===== src/mkm_pkg.sv =====
package mkm_pkg;

    localparam int DEF_PARTITIONS  = 8;
    localparam int DEF_ROWS        = 256;
    localparam int DEF_KEY_COLUMNS = 4;

    localparam int KEY_W     = 64;
    localparam int MAX_COLS  = 4;
    localparam int PART_W    = 3;
    localparam int ROW_OUT_W = 8;
    localparam int CFG_W     = 8;
    localparam int KCOUNT_W  = 3;

    typedef enum logic [1:0] {
        OP_LOAD  = 2'd0,
        OP_PULL  = 2'd1,
        OP_CLEAR = 2'd2,
        OP_NONE  = 2'd3
    } op_t;

    typedef enum logic [1:0] {
        ST_OK    = 2'd0,
        ST_DROP  = 2'd1,
        ST_EMPTY = 2'd2,
        ST_SPARE = 2'd3
    } status_t;

    typedef enum logic [1:0] {
        CT_INT32 = 2'd0,
        CT_INT64 = 2'd1,
        CT_FP32  = 2'd2,
        CT_FP64  = 2'd3
    } col_type_t;

    typedef enum logic {
        CFG_KEY_COUNT = 1'b0,
        CFG_TYPES     = 1'b1
    } cfg_index_t;

    typedef struct packed {
        logic capture;
        logic exec;
        logic scan_start;
        logic scan_step;
        logic finish;
        logic push;
    } mkm_cmd_t;

    typedef struct packed {
        op_t  op;
        logic scan_done;
        logic out_free;
    } mkm_stat_t;

    function automatic logic [KEY_W-1:0] order_key(input logic [1:0] t,
                                                   input logic [KEY_W-1:0] raw);
        logic [31:0]      v32;
        logic [KEY_W-1:0] v64;
        logic [KEY_W-1:0] res;
        v32 = raw[31:0];
        v64 = raw;
        unique case (col_type_t'(t))
            CT_INT32: res = {32'd0, v32 ^ 32'h8000_0000};
            CT_INT64: res = v64 ^ 64'h8000_0000_0000_0000;
            CT_FP32:
            begin
                if (v32 == 32'h8000_0000)
                    v32 = 32'd0;
                res = {32'd0, v32[31] ? ~v32 : (v32 | 32'h8000_0000)};
            end
            default:
            begin
                if (v64 == 64'h8000_0000_0000_0000)
                    v64 = '0;
                res = v64[63] ? ~v64 : (v64 | 64'h8000_0000_0000_0000);
            end
        endcase
        return res;
    endfunction

    function automatic logic [KEY_W-1:0] typed_bits(input logic [1:0] t,
                                                    input logic [KEY_W-1:0] raw);
        logic [KEY_W-1:0] res;
        if (col_type_t'(t) == CT_INT32 || col_type_t'(t) == CT_FP32)
            res = {32'd0, raw[31:0]};
        else
            res = raw;
        return res;
    endfunction

endpackage


===== src/mkm_ctrl.sv =====
module mkm_ctrl (
    input  logic               clk,
    input  logic               rst_n,
    input  logic               in_valid,
    output logic               in_ready,
    input  mkm_pkg::mkm_stat_t st,
    output mkm_pkg::mkm_cmd_t  cmd
);

    typedef enum logic [2:0] {
        S_IDLE,
        S_EXEC,
        S_SCAN,
        S_FINISH,
        S_PUT
    } state_t;

    state_t state_reg, state_next;
    logic   ready_reg, ready_next;

    always_comb
    begin
        state_next = state_reg;
        cmd        = '0;
        unique case (state_reg)
            S_IDLE:
            begin
                cmd.capture = in_valid & ready_reg;
                if (in_valid & ready_reg)
                    state_next = S_EXEC;
            end
            S_EXEC:
            begin
                cmd.exec       = 1'b1;
                cmd.scan_start = (st.op == mkm_pkg::OP_PULL);
                state_next     = (st.op == mkm_pkg::OP_PULL) ? S_SCAN : S_PUT;
            end
            S_SCAN:
            begin
                cmd.scan_step = 1'b1;
                if (st.scan_done)
                    state_next = S_FINISH;
            end
            S_FINISH:
            begin
                cmd.finish = 1'b1;
                state_next = S_PUT;
            end
            S_PUT:
            begin
                cmd.push = st.out_free;
                if (st.out_free)
                    state_next = S_IDLE;
            end
            default: state_next = S_IDLE;
        endcase
        ready_next = (state_next == S_IDLE);
    end

    always_ff @(posedge clk or negedge rst_n)
    begin
        if (!rst_n)
        begin
            state_reg <= S_IDLE;
            ready_reg <= 1'b1;
        end
        else
        begin
            state_reg <= state_next;
            ready_reg <= ready_next;
        end
    end

    assign in_ready = ready_reg;

`ifndef NO_ASSERTIONS
    a_ready_idle: assert property (@(posedge clk) disable iff (!rst_n)
        ready_reg |-> state_reg == S_IDLE)
        else $error("ready outside idle");
    a_put_hold: assert property (@(posedge clk) disable iff (!rst_n)
        (state_reg == S_PUT && !st.out_free) |=> state_reg == S_PUT)
        else $error("result left before slot freed");
    a_scan_exit: assert property (@(posedge clk) disable iff (!rst_n)
        (state_reg == S_SCAN && st.scan_done) |=> state_reg == S_FINISH)
        else $error("scan did not finish");
`endif

endmodule


===== config.mk =====
export PLATFORM = sky130hd
export DESIGN_NAME = mkm_ctrl
export DESIGN_NICKNAME = d
export VERILOG_FILES = /design/src/mkm_pkg.sv /design/src/mkm_ctrl.sv
export SDC_FILE = /design/constraint.sdc
export NUM_CORES = 1
export LEC_CHECK = 0
export BUFFER_PORTS_ARGS = -buffer_cell sky130_fd_sc_hd__buf_2
export CAP_MARGIN = 20
export CORE_AREA = 2 2 39 41
export CTS_BUF_LIST = sky130_fd_sc_hd__clkbuf_2 sky130_fd_sc_hd__clkbuf_4 sky130_fd_sc_hd__clkbuf_8
export DETAILED_ROUTE_END_ITERATION = 12
export DIE_AREA = 0 0 41 43
export PLACE_DENSITY = 0.47
export SLEW_MARGIN = 20
export SYNTH_ARGS = -nofsm -noshare
export SYNTH_HDL_FRONTEND = slang
export SYNTH_SLANG_ARGS = --single-unit

===== constraint.sdc =====
create_clock -name clk -period 3.5 [get_ports clk]
set_clock_uncertainty 0.15 [all_clocks]
set_input_delay 0.525 -clock clk [delete_from_list [all_inputs] [get_ports clk]]
set_output_delay 0.525 -clock clk [all_outputs]
set_load 0.05 [all_outputs]

==> summary.txt <==
Synthesis
  • Sequential cell area fraction in the yosys report: 43.8%
  • Synthesized Nets: 31
  • Distinct cells, synth: 17
  • Flops & latches, synth: 4
  • Syn Inst Count: 24
  • Yosys warning count: 0
  • Syn Area/Cell: roughly 9.6 um2
  • Mapped Area: roughly 230 um2

Power
  • Clock share of power: approximately 20%
  • Int Pwr: approximately 0.18 mW
  • Leak: about 0.17 nW
  • Switch Pwr: 0.180 mW
  • VDD IR max: 328 uV
  • Comb pwr share: roughly 50%
  • Switching share of power: 50.3%
  • Sequential fraction of design power: between 20% and 30%
  • Pwr/cell area: 1020 nW/um2

Layout
  • Sequential standard cell area: a little over 100 um2
  • Share of layout cells above drive strength 1: a little under half
  • Most common cell after layout, fill and taps aside: buf_2
  • Fill cell count: 158
  • Nets@finish: 49
  • Layout area overhead: 51.9%
  • Most frequent cells in the layout: 13 x buf_2, 4 x clkbuf_4, 3 x nor2_1, 3 x dfrtp_1
  • Diodes inserted: 0
  • Area of the multi-input gates: 121 um2
  • Max reg flops: 3
  • Layout Cells excl Fill: 57

STA
  • Final hold viol count: 0
  • RSZ-0062 raised after global routing: false
  • Worst-margin pin slew: approximately 0.3 ns
  • Fin crit period: around 2.2 ns
  • Final worst-path cycle share: between 60% and 70%
  • Slew Viols, Final: 0
  • Setup violations, final: 0
  • TNS Setup: 0 ns
  • Max Clk Rate: approximately 460 MHz
  • Final hold slack: approximately 0.39 ns
  • Slew Limit Headroom: approximately 80%

GRT
  • Total gr overflow: 0
  • Pin count of the biggest net entering global routing: 12
  • Vias in the first global route: ~230
  • First-pass GRT wire length: 945 um
  • Initial antenna violation count: 0
  • GRT Total Usage: 8.56%

Worst setup path
  • FF-to-FF End: in_ready$_DFF_PN1_
  • CP endpoint: cmd[3]
  • WP data required: 2.82 ns
  • Reg2reg start: state_reg[1]$_DFF_PN0_
  • CP Data Arrival Time: approximately 1.5 ns
  • Setup crit end kind: output port
  • Critical setup path kind: reg2out
  • Flop2flop setup slack: between 2 and 2.5 ns
  • Max FO, Critical Path: 11
  • Worst Setup SP: state_reg[1]$_DFF_PN0_
  • Nature of the critical path startpoint: flop
  • R2R cell count: 2

Place
  • Final GP Congestion: roughly 0.65
  • Detailed placer's ending HPWL: 393 um
  • Placed Cells incl. Taps: 52
  • Number of buffers added on ports: 13

Floorplan
  • Die Area: around 1800 um2
  • Total core area: around 1400 um2
  • Die width: between 40 and 50 um
  • Initial core utilization: between 15 and 20%
  • Die H: roughly 43 um
  • # rows: 14
  • Top Ports: 14

Hold path
  • Worst Hold Class: in2reg

Drt
  • Post-Route WL: roughly 550 um
  • Drt first pass iters: 2
  • Via count: about 250
  • Vias/cell: 4.33
  • Remaining antenna violation count after routing: 0
  • Drt initial violations: 4
  • Routed len/inst: between 9 and 10 um
  • Residual DRC: 0

Clock network
  • Clk_lat worst skew: around 0.24 ns
  • CTS buffer count: 3
  • H-tree levels: 1
  • Clock transition at path regs: about 0.04 ns
  • Post-CTS sizing: 0
  • Clk root buf: clkbuf_4
  • CTS tree: yes
  • Sink Count: 4
  • Clock Tree Buf Depth: 2

Flow run
  • Number of max-cap violations: 0

Run status
  • Status: finished clean
==> through the flow <==
step | power, mW | cell area (um2) | setup WS (ns) | util (%)
after global placement | 0.288 | 312 | 1.49 | 22.5
after floorplan | 0.247 | 231 | 0.600 | -
final | 0.358 | 352 | 1.32 | 25.4
after CTS | 0.365 | 352 | 1.30 | 25.4
after detailed placement | 0.286 | 312 | 1.49 | 22.5
after global routing | 0.388 | 352 | 1.21 | 25.4
==> power groups by stage <==
stage / clock network, mW / logic, mW / registers, mW
after floorplan: 0 / 0.136 / 0.112
after global placement: 0 / 0.179 / 0.109
after detailed placement: 0 / 0.178 / 0.108
after CTS: 0.0773 / 0.180 / 0.108
after global routing: 0.0820 / 0.192 / 0.113
final: 0.0737 / 0.178 / 0.107
==> layer usage <==
layer  global-route usage, %  routed length [um]  up-vias
li1                        -                   -      123
met1                    10.7                 253      108
met3                    7.85                  91        0
met4                    4.00                   0        0
met2                    9.69                 202       16
met5                       0                   0        -
==> what timing repair did <==
item,CTS,global route
hold endpoints to repair,3,0
setup buffers,0,0
hold buffers,1,0
==> final cells by class <==
type | instances | area share [%]
multi-input combinational | 18 | 34.5
timing repair buffer | 14 | 21.4
tap | 16 | 5.69
sequential | 4 | 28.8
clock buffer | 4 | 8.54
inverter | 1 | 1.07
==> kinds of logic (layout without fill, tap and decap cells) <==
| logic type | count (synthesis) | count (layout) | synth area share [%] |
|---|---|---|---|
| and+or+nand+nor | 13 | 13 | 37.3 |
| AOI/OAI and AO/OA | 5 | 5 | 15.1 |
| buffers and inverters | 2 | 19 | 3.78 |
| DFF | 4 | 4 | 43.8 |
==> cells in the mapped netlist <==
cell,instances,area share [%]
dfrtp_1,3,32
nor2_1,3,4.9
a211oi_1,2,6.5
nand2_1,2,3.2
nor3b_1,2,6.5
and4bb_2,1,5.4
buf_2,1,2.2
dfstp_2,1,11
inv_1,1,1.6
nand3b_1,1,3.2
nor4_1,1,2.7
o21a_1,1,3.2
o21ai_0,1,2.2
o21bai_1,1,3.2
or2b_1,1,3.2
or3b_1,1,3.8
or4b_1,1,4.3
==> worst max-delay path: stages (launching register included) <==
cell,delay (ns)
dfrtp_1,0.47
or3b_1,0.43
nor2_1,0.09
buf_2,0.26
==> worst min-delay path by stage <==
stage          cells after the start                     end  start  slack (ns)
6_report                           3  state_reg[0]$_DFF_PN0_  st[1]        0.39
5_1_grt                            3  state_reg[0]$_DFF_PN0_  st[1]        0.39
4_1_cts                            3  state_reg[0]$_DFF_PN0_  st[1]        0.39
3_5_place_dp                       1  state_reg[0]$_DFF_PN0_  rst_n        0.18
3_3_place_gp                       1  state_reg[0]$_DFF_PN0_  rst_n        0.18
2_1_floorplan                      0  state_reg[0]$_DFF_PN0_  rst_n        0.08
No activity file was read; power rests on OpenSTA's default activity.
